===== src/rtl/kfts_pkg.sv =====
// ----------------------------------------------------------------------------
// kfts_pkg
// Shared widths, codes and command types for the knapsack fitness and
// truncation selection block.
// ----------------------------------------------------------------------------
package kfts_pkg;

    // Field widths
    localparam int CHROM_W     = 40;
    localparam int IDX_W       = 6;
    localparam int ITEM_W      = 8;
    localparam int FIT_W       = 14;
    localparam int CAP_W       = 14;
    localparam int PC_W        = 5;
    localparam int RANK_W      = 4;
    localparam int GRP_W       = 11;
    localparam int GRP_LANES   = 8;
    localparam int MAX_PARENTS = 16;

    // Configuration port
    localparam int CFG_IDX_W  = 1;
    localparam int CFG_DATA_W = 14;
    localparam logic [CFG_IDX_W-1:0] REG_CAPACITY     = 1'b0;
    localparam logic [CFG_IDX_W-1:0] REG_PARENT_COUNT = 1'b1;

    // Command queue between front and back
    localparam int CMDQ_DEPTH = 4;
    localparam int CMDQ_AW    = 2;
    localparam int CMDQ_CW    = 3;

    typedef enum logic [0:0] {
        KIND_LOAD  = 1'b0,
        KIND_CHROM = 1'b1
    } kfts_kind_t;

    typedef struct packed {
        kfts_kind_t              kind;
        logic                    last;
        logic [IDX_W-1:0]        index;
        logic [ITEM_W-1:0]       weight;
        logic [ITEM_W-1:0]       value;
        logic [CHROM_W-1:0]      chrom;
    } kfts_cmd_t;

    typedef struct packed {
        logic sel_busy;
        logic cmd_pop;
        logic emit;
        logic emit_last;
    } kfts_stat_t;

endpackage


===== src/rtl/kfts_front.sv =====
// ----------------------------------------------------------------------------
// kfts_front
// Accepts input items, classifies them as table loads or chromosomes and
// drops loads whose index lies beyond the item table.
// ----------------------------------------------------------------------------
module kfts_front
    import kfts_pkg::*;
#(
    parameter int N_ITEMS = 40
)
(
    input  logic                push,
    output logic                full,
    input  logic                action,
    input  logic [IDX_W-1:0]    item_index,
    input  logic [ITEM_W-1:0]   item_weight,
    input  logic [ITEM_W-1:0]   item_value,
    input  logic [CHROM_W-1:0]  chromosome,
    input  logic                last,
    input  logic                q_full,
    output logic                q_push,
    output kfts_cmd_t           q_cmd
);

    logic accept;
    logic in_range;
    logic drop;

    // Accept whenever the command queue has room
    assign full   = q_full;
    assign accept = push && !q_full;

    // Classify the item and drop loads beyond the table
    assign in_range = ({1'b0, item_index} < (IDX_W + 1)'(N_ITEMS));
    assign drop     = !action && !in_range;
    assign q_push   = accept && !drop;

    always_comb
    begin
        q_cmd.kind   = action ? KIND_CHROM : KIND_LOAD;
        q_cmd.last   = last;
        q_cmd.index  = item_index;
        q_cmd.weight = item_weight;
        q_cmd.value  = item_value;
        q_cmd.chrom  = chromosome;
    end

endmodule


===== src/rtl/kfts_fifo.sv =====
// ----------------------------------------------------------------------------
// kfts_fifo
// Short command queue that decouples the front from the back.
// ----------------------------------------------------------------------------
module kfts_fifo
    import kfts_pkg::*;
(
    input  logic        clk,
    input  logic        rst_n,
    input  logic        wr_en,
    input  kfts_cmd_t   wr_cmd,
    output logic        full,
    input  logic        rd_en,
    output logic        rd_valid,
    output kfts_cmd_t   rd_cmd
);

    kfts_cmd_t            entry_reg [CMDQ_DEPTH];
    logic [CMDQ_AW-1:0]   wr_ptr_reg;
    logic [CMDQ_AW-1:0]   rd_ptr_reg;
    logic [CMDQ_CW-1:0]   count_reg;
    logic                 do_wr;
    logic                 do_rd;

    assign full     = (count_reg == CMDQ_CW'(CMDQ_DEPTH));
    assign rd_valid = (count_reg != '0);
    assign rd_cmd   = entry_reg[rd_ptr_reg];
    assign do_wr    = wr_en && !full;
    assign do_rd    = rd_en && rd_valid;

    // Store the item payload
    always_ff @(posedge clk)
    begin
        if (do_wr)
        begin
            entry_reg[wr_ptr_reg] <= wr_cmd;
        end
    end

    // Advance pointers and fill count
    always_ff @(posedge clk or negedge rst_n)
    begin
        if (!rst_n)
        begin
            wr_ptr_reg <= '0;
            rd_ptr_reg <= '0;
            count_reg  <= '0;
        end
        else
        begin
            if (do_wr)
            begin
                wr_ptr_reg <= wr_ptr_reg + CMDQ_AW'(1);
            end
            if (do_rd)
            begin
                rd_ptr_reg <= rd_ptr_reg + CMDQ_AW'(1);
            end
            if (do_wr && !do_rd)
            begin
                count_reg <= count_reg + CMDQ_CW'(1);
            end
            else if (do_rd && !do_wr)
            begin
                count_reg <= count_reg - CMDQ_CW'(1);
            end
        end
    end

endmodule


===== src/rtl/kfts_back.sv =====
// ----------------------------------------------------------------------------
// kfts_back
// Executes queued items: writes the item tables, evaluates chromosome
// fitness in a registered adder tree, stores the population and runs
// truncation selection into the result register.
// ----------------------------------------------------------------------------
module kfts_back
    import kfts_pkg::*;
#(
    parameter int N_ITEMS  = 40,
    parameter int POP_SIZE = 16
)
(
    input  logic                 clk,
    input  logic                 rst_n,
    input  logic                 q_valid,
    input  kfts_cmd_t            q_cmd,
    output logic                 q_pop,
    input  logic [CAP_W-1:0]     capacity,
    input  logic [PC_W-1:0]      parent_count,
    input  logic                 pop,
    output logic                 empty,
    output logic [RANK_W-1:0]    rank,
    output logic [CHROM_W-1:0]   parent_chromosome,
    output logic [FIT_W-1:0]     parent_fitness,
    output logic                 last_parent,
    output kfts_stat_t           stat
);

    localparam int NG     = (N_ITEMS + GRP_LANES - 1) / GRP_LANES;
    localparam int NLANES = NG * GRP_LANES;
    localparam int AW     = $clog2(POP_SIZE);
    localparam int CW     = $clog2(POP_SIZE + 1);
    localparam int CMPW   = (CW > PC_W) ? CW : PC_W;

    typedef enum logic [1:0] {
        SEL_IDLE,
        SEL_SCAN,
        SEL_FETCH,
        SEL_EMIT
    } sel_state_t;

    // Item tables, one register per lane
    logic [ITEM_W-1:0]  w_tbl_reg [N_ITEMS];
    logic [ITEM_W-1:0]  v_tbl_reg [N_ITEMS];

    // Population memories
    logic [CHROM_W-1:0] pop_mem [POP_SIZE];
    logic [FIT_W-1:0]   fit_mem [POP_SIZE];

    // Fitness pipeline
    logic [ITEM_W-1:0]  lane_w [NLANES];
    logic [ITEM_W-1:0]  lane_v [NLANES];
    logic [GRP_W-1:0]   grp_w  [NG];
    logic [GRP_W-1:0]   grp_v  [NG];
    logic               s1_valid_reg;
    logic               s1_last_reg;
    logic [CHROM_W-1:0] s1_chrom_reg;
    logic [GRP_W-1:0]   s1_wg_reg [NG];
    logic [GRP_W-1:0]   s1_vg_reg [NG];
    logic               s2_valid_reg;
    logic               s2_last_reg;
    logic [CHROM_W-1:0] s2_chrom_reg;
    logic [FIT_W-1:0]   s2_wsum_reg;
    logic [FIT_W-1:0]   s2_vsum_reg;
    logic [FIT_W-1:0]   tot_w;
    logic [FIT_W-1:0]   tot_v;
    logic [FIT_W-1:0]   fit_new;

    // Population bookkeeping and selection
    sel_state_t         state_reg;
    logic [CW-1:0]      count_reg;
    logic [CW-1:0]      count_new;
    logic               store_wr;
    logic [PC_W-1:0]    want;
    logic [CMPW-1:0]    n_cmp;
    logic [PC_W-1:0]    n_sel;
    logic [PC_W-1:0]    n_reg;
    logic [PC_W-1:0]    k_reg;
    logic [CW-1:0]      scan_addr_reg;
    logic               rd_valid_reg;
    logic [AW-1:0]      rd_idx_reg;
    logic [FIT_W-1:0]   fit_rd_reg;
    logic [CHROM_W-1:0] chrom_rd_reg;
    logic [AW-1:0]      best_idx_reg;
    logic [FIT_W-1:0]   best_fit_reg;
    logic               found_reg;
    logic [POP_SIZE-1:0] taken_reg;
    logic               emit;
    logic               emit_last;
    logic               start_sel;
    logic               last_in_flight;

    // Result register
    logic               out_valid_reg;
    logic [RANK_W-1:0]  out_rank_reg;
    logic [CHROM_W-1:0] out_chrom_reg;
    logic [FIT_W-1:0]   out_fit_reg;
    logic               out_last_reg;

    // Take a queued item only when no selection is pending
    assign last_in_flight = (s1_valid_reg && s1_last_reg) || (s2_valid_reg && s2_last_reg);
    assign q_pop = q_valid && (state_reg == SEL_IDLE) && !last_in_flight;

    // Write the item tables lane by lane
    for (genvar l = 0; l < N_ITEMS; l++)
    begin : g_tbl
        always_ff @(posedge clk)
        begin
            if (q_pop && (q_cmd.kind == KIND_LOAD) && (q_cmd.index == IDX_W'(l)))
            begin
                w_tbl_reg[l] <= q_cmd.weight;
                v_tbl_reg[l] <= q_cmd.value;
            end
        end
    end

    // Mask table entries by the chromosome genes
    for (genvar l = 0; l < NLANES; l++)
    begin : g_lane
        if ((l < N_ITEMS) && (l < CHROM_W))
        begin : g_live
            assign lane_w[l] = q_cmd.chrom[l] ? w_tbl_reg[l] : '0;
            assign lane_v[l] = q_cmd.chrom[l] ? v_tbl_reg[l] : '0;
        end
        else
        begin : g_dead
            assign lane_w[l] = '0;
            assign lane_v[l] = '0;
        end
    end

    // Sum each group of lanes
    always_comb
    begin
        for (int g = 0; g < NG; g++)
        begin
            grp_w[g] = '0;
            grp_v[g] = '0;
            for (int j = 0; j < GRP_LANES; j++)
            begin
                grp_w[g] = grp_w[g] + GRP_W'(lane_w[g * GRP_LANES + j]);
                grp_v[g] = grp_v[g] + GRP_W'(lane_v[g * GRP_LANES + j]);
            end
        end
    end

    // Sum the group totals
    always_comb
    begin
        tot_w = '0;
        tot_v = '0;
        for (int g = 0; g < NG; g++)
        begin
            tot_w = tot_w + FIT_W'(s1_wg_reg[g]);
            tot_v = tot_v + FIT_W'(s1_vg_reg[g]);
        end
    end

    // Zero the fitness of overweight chromosomes
    assign fit_new = ({1'b0, s2_wsum_reg} > {1'b0, capacity}) ? '0 : s2_vsum_reg;

    // Pipeline payload
    always_ff @(posedge clk)
    begin
        s1_last_reg  <= q_cmd.last;
        s1_chrom_reg <= q_cmd.chrom;
        for (int g = 0; g < NG; g++)
        begin
            s1_wg_reg[g] <= grp_w[g];
            s1_vg_reg[g] <= grp_v[g];
        end
        s2_last_reg  <= s1_last_reg;
        s2_chrom_reg <= s1_chrom_reg;
        s2_wsum_reg  <= tot_w;
        s2_vsum_reg  <= tot_v;
    end

    // Pipeline valid bits
    always_ff @(posedge clk or negedge rst_n)
    begin
        if (!rst_n)
        begin
            s1_valid_reg <= 1'b0;
            s2_valid_reg <= 1'b0;
        end
        else
        begin
            s1_valid_reg <= q_pop && (q_cmd.kind == KIND_CHROM);
            s2_valid_reg <= s1_valid_reg;
        end
    end

    // Store decision and selection size
    assign store_wr  = s2_valid_reg && (count_reg < CW'(POP_SIZE));
    assign count_new = store_wr ? (count_reg + CW'(1)) : count_reg;
    assign start_sel = s2_valid_reg && s2_last_reg;
    assign want      = (parent_count > PC_W'(MAX_PARENTS)) ? PC_W'(MAX_PARENTS) : parent_count;
    assign n_cmp     = (CMPW'(want) < CMPW'(count_new)) ? CMPW'(want) : CMPW'(count_new);
    assign n_sel     = n_cmp[PC_W-1:0];

    // Population memories: write on store, registered reads
    always_ff @(posedge clk)
    begin
        if (store_wr)
        begin
            pop_mem[count_reg[AW-1:0]] <= s2_chrom_reg;
            fit_mem[count_reg[AW-1:0]] <= fit_new;
        end
        fit_rd_reg   <= fit_mem[scan_addr_reg[AW-1:0]];
        chrom_rd_reg <= pop_mem[best_idx_reg];
    end

    assign emit      = (state_reg == SEL_EMIT) && (!out_valid_reg || pop);
    assign emit_last = emit && ((k_reg + PC_W'(1)) == n_reg);

    // Selection sequencer and result register
    always_ff @(posedge clk or negedge rst_n)
    begin
        if (!rst_n)
        begin
            state_reg     <= SEL_IDLE;
            count_reg     <= '0;
            n_reg         <= '0;
            k_reg         <= '0;
            scan_addr_reg <= '0;
            rd_valid_reg  <= 1'b0;
            rd_idx_reg    <= '0;
            best_idx_reg  <= '0;
            best_fit_reg  <= '0;
            found_reg     <= 1'b0;
            taken_reg     <= '0;
            out_valid_reg <= 1'b0;
            out_rank_reg  <= '0;
            out_chrom_reg <= '0;
            out_fit_reg   <= '0;
            out_last_reg  <= 1'b0;
        end
        else
        begin
            // Drop the result once taken, unless a new one replaces it
            if (pop && out_valid_reg && !emit)
            begin
                out_valid_reg <= 1'b0;
            end

            unique case (state_reg)
                SEL_IDLE:
                begin
                    if (start_sel)
                    begin
                        n_reg         <= n_sel;
                        k_reg         <= '0;
                        scan_addr_reg <= '0;
                        rd_valid_reg  <= 1'b0;
                        found_reg     <= 1'b0;
                        taken_reg     <= '0;
                        if (n_sel == '0)
                        begin
                            count_reg <= '0;
                        end
                        else
                        begin
                            count_reg <= count_new;
                            state_reg <= SEL_SCAN;
                        end
                    end
                    else
                    begin
                        count_reg <= count_new;
                    end
                end

                SEL_SCAN:
                begin
                    // Issue one read per cycle
                    if (scan_addr_reg < count_reg)
                    begin
                        rd_valid_reg  <= 1'b1;
                        rd_idx_reg    <= scan_addr_reg[AW-1:0];
                        scan_addr_reg <= scan_addr_reg + CW'(1);
                    end
                    else
                    begin
                        rd_valid_reg <= 1'b0;
                    end
                    // Keep the fittest untaken entry, earliest on ties
                    if (rd_valid_reg && !taken_reg[rd_idx_reg] &&
                        (!found_reg || (fit_rd_reg > best_fit_reg)))
                    begin
                        best_idx_reg <= rd_idx_reg;
                        best_fit_reg <= fit_rd_reg;
                        found_reg    <= 1'b1;
                    end
                    if ((scan_addr_reg >= count_reg) && !rd_valid_reg)
                    begin
                        state_reg <= SEL_FETCH;
                    end
                end

                SEL_FETCH:
                begin
                    state_reg <= SEL_EMIT;
                end

                SEL_EMIT:
                begin
                    if (emit)
                    begin
                        out_valid_reg          <= 1'b1;
                        out_rank_reg           <= k_reg[RANK_W-1:0];
                        out_chrom_reg          <= chrom_rd_reg;
                        out_fit_reg            <= best_fit_reg;
                        out_last_reg           <= emit_last;
                        taken_reg[best_idx_reg] <= 1'b1;
                        k_reg                  <= k_reg + PC_W'(1);
                        scan_addr_reg          <= '0;
                        rd_valid_reg           <= 1'b0;
                        found_reg              <= 1'b0;
                        if (emit_last)
                        begin
                            count_reg <= '0;
                            state_reg <= SEL_IDLE;
                        end
                        else
                        begin
                            state_reg <= SEL_SCAN;
                        end
                    end
                end

                default:
                begin
                    state_reg <= SEL_IDLE;
                end
            endcase
        end
    end

    assign empty             = !out_valid_reg;
    assign rank              = out_rank_reg;
    assign parent_chromosome = out_chrom_reg;
    assign parent_fitness    = out_fit_reg;
    assign last_parent       = out_last_reg;

    always_comb
    begin
        stat.sel_busy  = (state_reg != SEL_IDLE);
        stat.cmd_pop   = q_pop;
        stat.emit      = emit;
        stat.emit_last = emit_last;
    end

endmodule


===== src/rtl/knapsack_fitness_top_select.sv =====
// A chromosome passes the command queue and the fitness stages s1 and s2 before it
// is stored; the first parent follows the scan, fetch and emit states of selection.
// Throughput: one item per cycle while loading and the command queue has room;
// selection then walks the fitness memory once for each parent emitted.
// Input stalls during selection once the four-entry command queue is full.
// Reset: rst_n clears control, registers return to capacity 100, parents 8.
// ----------------------------------------------------------------------------
// knapsack_fitness_top_select
// Knapsack fitness evaluation with truncation selection of the fittest
// chromosomes; front classifier, command queue and execution back end.
// ----------------------------------------------------------------------------
module knapsack_fitness_top_select
    import kfts_pkg::*;
#(
    parameter int N_ITEMS  = 40,
    parameter int POP_SIZE = 16
)
(
    input  logic                   clk,
    input  logic                   rst_n,
    input  logic                   push,
    output logic                   full,
    input  logic                   action,
    input  logic [IDX_W-1:0]       item_index,
    input  logic [ITEM_W-1:0]      item_weight,
    input  logic [ITEM_W-1:0]      item_value,
    input  logic [CHROM_W-1:0]     chromosome,
    input  logic                   last,
    output logic                   empty,
    input  logic                   pop,
    output logic [RANK_W-1:0]      rank,
    output logic [CHROM_W-1:0]     parent_chromosome,
    output logic [FIT_W-1:0]       parent_fitness,
    output logic                   last_parent,
    input  logic                   cfg_valid,
    output logic                   cfg_ready,
    input  logic [CFG_IDX_W-1:0]   cfg_index,
    input  logic [CFG_DATA_W-1:0]  cfg_data
);

    logic [CAP_W-1:0] capacity_reg;
    logic [PC_W-1:0]  parent_count_reg;
    logic             q_full;
    logic             q_push;
    kfts_cmd_t        q_wr_cmd;
    logic             q_valid;
    logic             q_pop;
    kfts_cmd_t        q_rd_cmd;
    kfts_stat_t       stat;

    // Configuration registers
    assign cfg_ready = 1'b1;

    always_ff @(posedge clk or negedge rst_n)
    begin
        if (!rst_n)
        begin
            capacity_reg     <= CAP_W'(100);
            parent_count_reg <= PC_W'(8);
        end
        else if (cfg_valid && cfg_ready)
        begin
            unique case (cfg_index)
                REG_CAPACITY:     capacity_reg     <= cfg_data[CAP_W-1:0];
                REG_PARENT_COUNT: parent_count_reg <= cfg_data[PC_W-1:0];
                default:          capacity_reg     <= capacity_reg;
            endcase
        end
    end

    kfts_front #(
        .N_ITEMS (N_ITEMS)
    ) u_front (
        .push        (push),
        .full        (full),
        .action      (action),
        .item_index  (item_index),
        .item_weight (item_weight),
        .item_value  (item_value),
        .chromosome  (chromosome),
        .last        (last),
        .q_full      (q_full),
        .q_push      (q_push),
        .q_cmd       (q_wr_cmd)
    );

    kfts_fifo u_fifo (
        .clk      (clk),
        .rst_n    (rst_n),
        .wr_en    (q_push),
        .wr_cmd   (q_wr_cmd),
        .full     (q_full),
        .rd_en    (q_pop),
        .rd_valid (q_valid),
        .rd_cmd   (q_rd_cmd)
    );

    kfts_back #(
        .N_ITEMS  (N_ITEMS),
        .POP_SIZE (POP_SIZE)
    ) u_back (
        .clk               (clk),
        .rst_n             (rst_n),
        .q_valid           (q_valid),
        .q_cmd             (q_rd_cmd),
        .q_pop             (q_pop),
        .capacity          (capacity_reg),
        .parent_count      (parent_count_reg),
        .pop               (pop),
        .empty             (empty),
        .rank              (rank),
        .parent_chromosome (parent_chromosome),
        .parent_fitness    (parent_fitness),
        .last_parent       (last_parent),
        .stat              (stat)
    );

`ifndef ASSERT_OFF
    // No new item enters the back end while a selection runs
    a_no_pop_in_sel: assert property (@(posedge clk) disable iff (!rst_n)
        stat.sel_busy |-> !stat.cmd_pop)
        else $error("item taken from queue during selection");

    // A new parent never overwrites a result still waiting
    a_no_overwrite: assert property (@(posedge clk) disable iff (!rst_n)
        stat.emit |-> (empty || pop))
        else $error("result register overwritten");

    // Selection ends only with the final parent
    a_sel_end: assert property (@(posedge clk) disable iff (!rst_n)
        $fell(stat.sel_busy) |-> $past(stat.emit_last))
        else $error("selection ended without final parent");
`endif

endmodule


===== config.mk =====
export PLATFORM = sky130hd
export DESIGN_NAME = knapsack_fitness_top_select
export DESIGN_NICKNAME = d
export VERILOG_FILES = /design/src/rtl/kfts_pkg.sv /design/src/rtl/kfts_front.sv /design/src/rtl/kfts_fifo.sv /design/src/rtl/kfts_back.sv /design/src/rtl/knapsack_fitness_top_select.sv
export SDC_FILE = /design/constraint.sdc
export NUM_CORES = 2
export LEC_CHECK = 0
export ABC_CLOCK_PERIOD_IN_PS = 13800
export BUFFER_PORTS_ARGS = -buffer_cell sky130_fd_sc_hd__buf_2
export CAP_MARGIN = 15
export CORE_AREA = 2 2 405 407
export CTS_BUF_LIST = sky130_fd_sc_hd__clkbuf_4
export DETAILED_ROUTE_END_ITERATION = 10
export DIE_AREA = 0 0 407 409
export GPL_TIMING_DRIVEN = 0
export PLACE_DENSITY = 0.79
export SYNTH_ARGS = -nofsm -noshare
export SYNTH_HDL_FRONTEND = slang
export SYNTH_SLANG_ARGS = --single-unit

===== constraint.sdc =====
create_clock -name clk -period 13.8 [get_ports clk]
set_clock_uncertainty 0.2 [all_clocks]
set_input_delay 0 -clock clk [delete_from_list [all_inputs] [get_ports clk]]
set_output_delay 0 -clock clk [all_outputs]
set_load 0.01 [all_outputs]

Yosys cells after proc, flatten, opt, wreduce, memory -nomap -nowiden:

Memory sizes are Yosys's and may differ from the RTL's. A register that Yosys moved wholly into a read port is not among the register bits.
Index checks and enable logic that the tools add are counted.
Widths: inputs -> output; s select.

* register bits after elaboration: 260
* output and inout bits: 62
* logic and storage cells: 798
* memories: 7
* bits in writable memories: 1870
* input bits: 84

* bitwise operators: 3
* muxes and demuxes: 438
* $add $sub $neg: 85
* reductions and logical operators: 174
* eq/ne operators: 51
* magnitude comparators: 11

Memory list
* u_back.pop_mem: depth 16, bits a word 40, read ports 1, clocked after memory_dff 1, write ports 1, line kfts_back.sv:48 `logic [CHROM_W-1:0] pop_mem [POP_SIZE];`
* u_back.v_tbl_reg: depth 40, bits a word 8, read ports 40, clocked after memory_dff 0, write ports 1, line kfts_back.sv:45 `logic [ITEM_W-1:0] v_tbl_reg [N_ITEMS];`
* u_back.w_tbl_reg: depth 40, bits a word 8, read ports 40, clocked after memory_dff 0, write ports 1, line kfts_back.sv:44 `logic [ITEM_W-1:0] w_tbl_reg [N_ITEMS];`
* u_fifo.entry_reg: depth 4, bits a word 64, read ports 1, clocked after memory_dff 0, write ports 1, line kfts_fifo.sv:18 `kfts_cmd_t entry_reg [CMDQ_DEPTH];`
* u_back.fit_mem: depth 16, bits a word 14, read ports 1, clocked after memory_dff 1, write ports 1, line kfts_back.sv:49 `logic [FIT_W-1:0] fit_mem [POP_SIZE];`
* u_back.s1_vg_reg: depth 5, bits a word 11, read ports 5, clocked after memory_dff 0, write ports 5, line kfts_back.sv:60 `logic [GRP_W-1:0] s1_vg_reg [NG];`
* +1 memories

Operators by type and width (count)
* $mux 8: 158
* $add 11x8->11: 60
* $reduce_or 8->1: 78
* $mux 6: 78
* $mux 1: 173
* $eq 6x5->1 const B: 16
* $add 8x8->9: 10
* $add 14x11->14: 6
* $logic_and 1x1->1: 62
* $mux 5: 11
* $eq 6x4->1 const B: 8
* $eq 6x6->1 const B: 8
* $mux 16: 2
* $pmux 16 s2: 1
* $gt 14x14->1: 2
* $add 11x11->12: 2
* $eq 6x3->1 const B: 4
* $pmux 5 s2: 2
* $or 16x16->16: 1
* $add 5x1->5 const B: 3
* $pmux 5 s3: 1
* $mux 14: 1
* $eq 6x2->1 const B: 2
* $logic_not 1->1: 12
* other kinds (33): 61

Longest topological paths before layout:

* depth after elaboration: 48
* depth in mapped cells: 28
* depth with buffers taken out: 25

Cells and area by module:

From an unflattened synthesis, not the netlist that was laid out.

* cells, all modules: 5528
* area, all modules: 95198.8 sq um

Modules (own cells, without submodules)
* kfts_back: cells each 5046, area an instance 84252.1 sq um, sequential area each 53751.6 sq um, times used 1
* kfts_fifo: cells each 369, area an instance 9645.5 sq um, sequential area each 7862.5 sq um, times used 1
* knapsack_fitness_top_select: cells each 44, area an instance 792.0 sq um, sequential area each 480.5 sq um, times used 1
* kfts_front: cells each 69, area an instance 509.2 sq um, sequential area each 0.0 sq um, times used 1

Worst setup path after synthesis:

No wires, ideal clock.

* path kind: register -> register
* start: register u_fifo.rd_ptr_reg[0]
* end: memory u_back.s1_wg_reg[0][10]
* arrival: 6.453 ns
* stages on the path, launching flop included: 29
* path slack: 7.074 ns
* clock period less this slack: 6.726 ns
* data required time: 13.528 ns
* cell sequence: dfrtp_1 -> buf_2 -> buf_2 -> mux4_2 -> clkbuf_1 -> nand2_1 -> inv_1 -> ha_1 -> a21o_1 -> a21oi_1 -> nor2b_1 -> o21ai_0 -> nand2b_1 -> xor2_1 -> fa_1 -> inv_1 -> fa_1 -> inv_1 -> fa_1 -> inv_1 -> fa_1 -> inv_1 -> ha_1 -> nand2_1 -> o21ai_0 -> or4_1 -> a31o_2 -> a21oi_1 -> xnor2_1

RTL lines
* from (decl): line kfts_fifo.sv:20 `logic [CMDQ_AW-1:0] rd_ptr_reg;`
* from (signal assigned): line kfts_fifo.sv:57 `rd_ptr_reg <= rd_ptr_reg + CMDQ_AW'(1);`
* to (decl): line kfts_back.sv:59 `logic [GRP_W-1:0] s1_wg_reg [NG];`

==> summary.txt <==
Hold path
  – Min-Delay Path Class: register to register

Clocking
  – H-tree level count: 6
  – Post-CTS Hold Fix Bufs: 258
  – Postcts setup bufs: 0
  – Reg clk slew, reported paths: 70 ps
  – Worst-Skew Late Latency: 1320 ps
  – PostCTS Resize Cnt: 0
  – CTS tree: done
  – Cts bufs inserted: 563
  – Root buf cell: clkbuf_4
  – CTS Sinks: 2184
  – CTS Buffer Depth: 4

Floorplanning
  – Core area: 0.162 sq mm
  – Die area: 0.166 sq mm
  – Die Height: 409 um
  – Die Width: 407 um
  – Top Ports: 146
  – Initial core utilization: 0.598
  – Std-Cell Rows: 148

Timing
  – Fin Setup TNS: 0 ps
  – Unrepaired setup endpoints after global routing: false
  – Relative slew slack: 0.166
  – Final Critical Period: 8250 ps
  – Final Max Tran Viols: 0
  – Period utilization: 0.598
  – Final hold vios: 0
  – Worst slew pin tran: 1250 ps
  – Max Freq: 0.121 GHz
  – Final setup fails: 0

Finish
  – P&R area growth vs syn: 15.0%
  – Layout cells sized above 1: 0.215
  – Commonest non-fill, non-tap cell in the layout: edfxtp_1
  – Max FFs per register: 640
  – Final nets: 7966
  – Most frequent cells in the layout: edfxtp_1 (1760), clkbuf_4 (838), inv_1 (815), fa_1 (437), nand2_1 (421)

Route
  – Drt first pass iters: 6
  – WL per Instance: 23.4 um
  – Iter 0 DRT Violations: 5114
  – DRC violation count after routing: 0
  – DRT antenna net count: 0
  – Drt total wl: 228 mm
  – DR vias: 54.8k
  – Via/cell ratio: 5.65

Yosys
  – Sequential share of the synthesized area: 0.641
  – #FFs+latches synth: 2184
  – Post-synth EDFFs: 1760
  – Post-synth ARST share: 0.0687
  – Synth Flop Type: edfxtp_1
  – Cell Area, Synth: 0.0969 sq mm
  – Cells after synthesis: 6063
  – Cell variety after synth: 60
  – Synthesized area per cell: 16.0 sq um
  – Syn_nets: 6914
  – Yosys warnings: 0

Global routing
  – Met3 Use GR: 0.0664
  – Vias in the first global route: 58.7k
  – Initial antenna violation count: 12
  – First-pass GRT wire length: 344 mm
  – GRT Total Usage: 0.280
  – Grt ovf: 0
  – Largest net degree at the start of global routing: 99
  – GR Util met1: 0.357
  – Met2 Use GR: 0.465
  – Gr busiest metal: met2

Setup path
  – Critical Path Slowest Stage Cell: buf_1
  – Critical Path RT: 14700 ps
  – Worst setup EP type: register
  – Startpoint types: register
  – Critical Path Fanout Max: 10
  – Max incr delay on CP: 810 ps
  – Crit path DAT: 9150 ps
  – CP dominant cell by count: inv_1
  – WS Path Type: register to register

Flow run
  – Max-cap violations: 0

Placed design
  – IO Port Bufs: 144
  – Post-DP HPWL: 149 mm
  – Placer congestion estimate: 0.923

Outcome
  – Status: finished clean
critical path, delay by kind of cell (launching register included):
family	cells	cell delay (ps)
muxes	1	480
DFF	1	350
adders and majority gates	6	2350
and+or+nand+nor	3	900
buffers and inverters	8	1940
AOI/OAI and AO/OA	6	1350
xor gates and xnor gates	2	490
final timing paths:
path                                         startpoint                            to  slack (ps)  depth (start not counted)
worst max-delay path               u_fifo.rd_ptr_reg[1]       u_back.s1_vg_reg[0][32]        5550                         26
worst min-delay path            u_back.s1_chrom_reg[13]       u_back.s2_chrom_reg[13]         120                          0
worst max register to register     u_fifo.rd_ptr_reg[1]       u_back.s1_vg_reg[0][32]        5550                         26
worst min register to register  u_back.s1_chrom_reg[13]       u_back.s2_chrom_reg[13]         120                          0
max in group asynchronous                         rst_n           u_back.s1_valid_reg       11690                          7
min in group asynchronous                         rst_n  u_back.parent_chromosome[17]         770                          6
through the flow:
step                 util  cell area [sq um]  setup WS (ps)  instances  hold WS [ps]
floorplan               -              96900           7070       6063          -496
global placement    0.619             100000           3280       8382          8.22
detailed placement  0.628             102000           5570       8463          -251
CTS                 0.687             111000           5580       9693           118
global route        0.688             111000           5120       9706           139
finish              0.688             111000           5550       9709           119
cell type report:
type | count | area, sq um
clock buffer | 838 | 6290
clock inverter | 134 | 677
tap | 2175 | 2720
inverter | 815 | 3060
sequential | 2184 | 62100
antenna | 12 | 30.0
multi-input combinational | 2915 | 31300
buffer | 149 | 597
timing repair buffer | 487 | 4650
fill | 10100 | 50600
Yosys cell counts (3+ instances only):
cell	n	area (sq um)
buf_1	33	124
fa_1	437	8750
inv_1	815	3060
buf_2	9	45.0
nand2b_1	36	225
xnor2_1	116	1020
nor3_1	55	275
a21boi_0	12	90.1
nand4_1	6	37.5
o21a_1	13	97.6
a31o_2	9	78.8
dfstp_2	4	105
edfxtp_1	1760	52900
ha_1	330	4130
o41ai_1	7	61.3
buf_4	5	37.5
o21bai_1	5	37.5
or2_2	12	75.1
a21oi_1	109	546
dfrtp_1	146	3650
nor2_1	150	563
xor2_1	70	613
or4_1	10	75.1
o211ai_1	5	37.5
and3_1	10	62.6
mux2_2	65	732
and2_1	371	2320
nor3b_1	3	22.5
a31oi_1	11	68.8
a41o_1	3	30.0
o21ai_0	118	591
a211oi_1	5	37.5
or3_1	22	138
a2111oi_0	3	26.3
clkbuf_1	101	379
mux4_2	339	7630
a21o_1	57	428
nor2b_1	39	244
nand3_1	24	120
dfxtp_1	274	5490
nor4_1	5	31.3
a22o_1	7	61.3
nand2_1	421	1580
mux2_4	10	150
metal layers:
layer  share of wire  vias up
li1                -    23900
met1            0.37    27600
met2            0.50     2790
met3           0.093      508
met4           0.036        6
met5         0.00019        -
logic make-up (layout without fill, tap and decap cells):
kind of cell    Yosys count  after routing  synth area share
buf+inv                 964           2423            0.0377
simple gates           1170           1170            0.0600
flops                  2184           2184             0.641
compound gates          374            374            0.0236
other cells               1             13         0.0000387
xor+xnor                186            186            0.0168
fa+ha+maj               767            767             0.133
mux                     417            417            0.0882
Power is left out: the tool's default activity adds up to more than one toggle a clock period on the data nets, which glitch-free logic cannot reach.
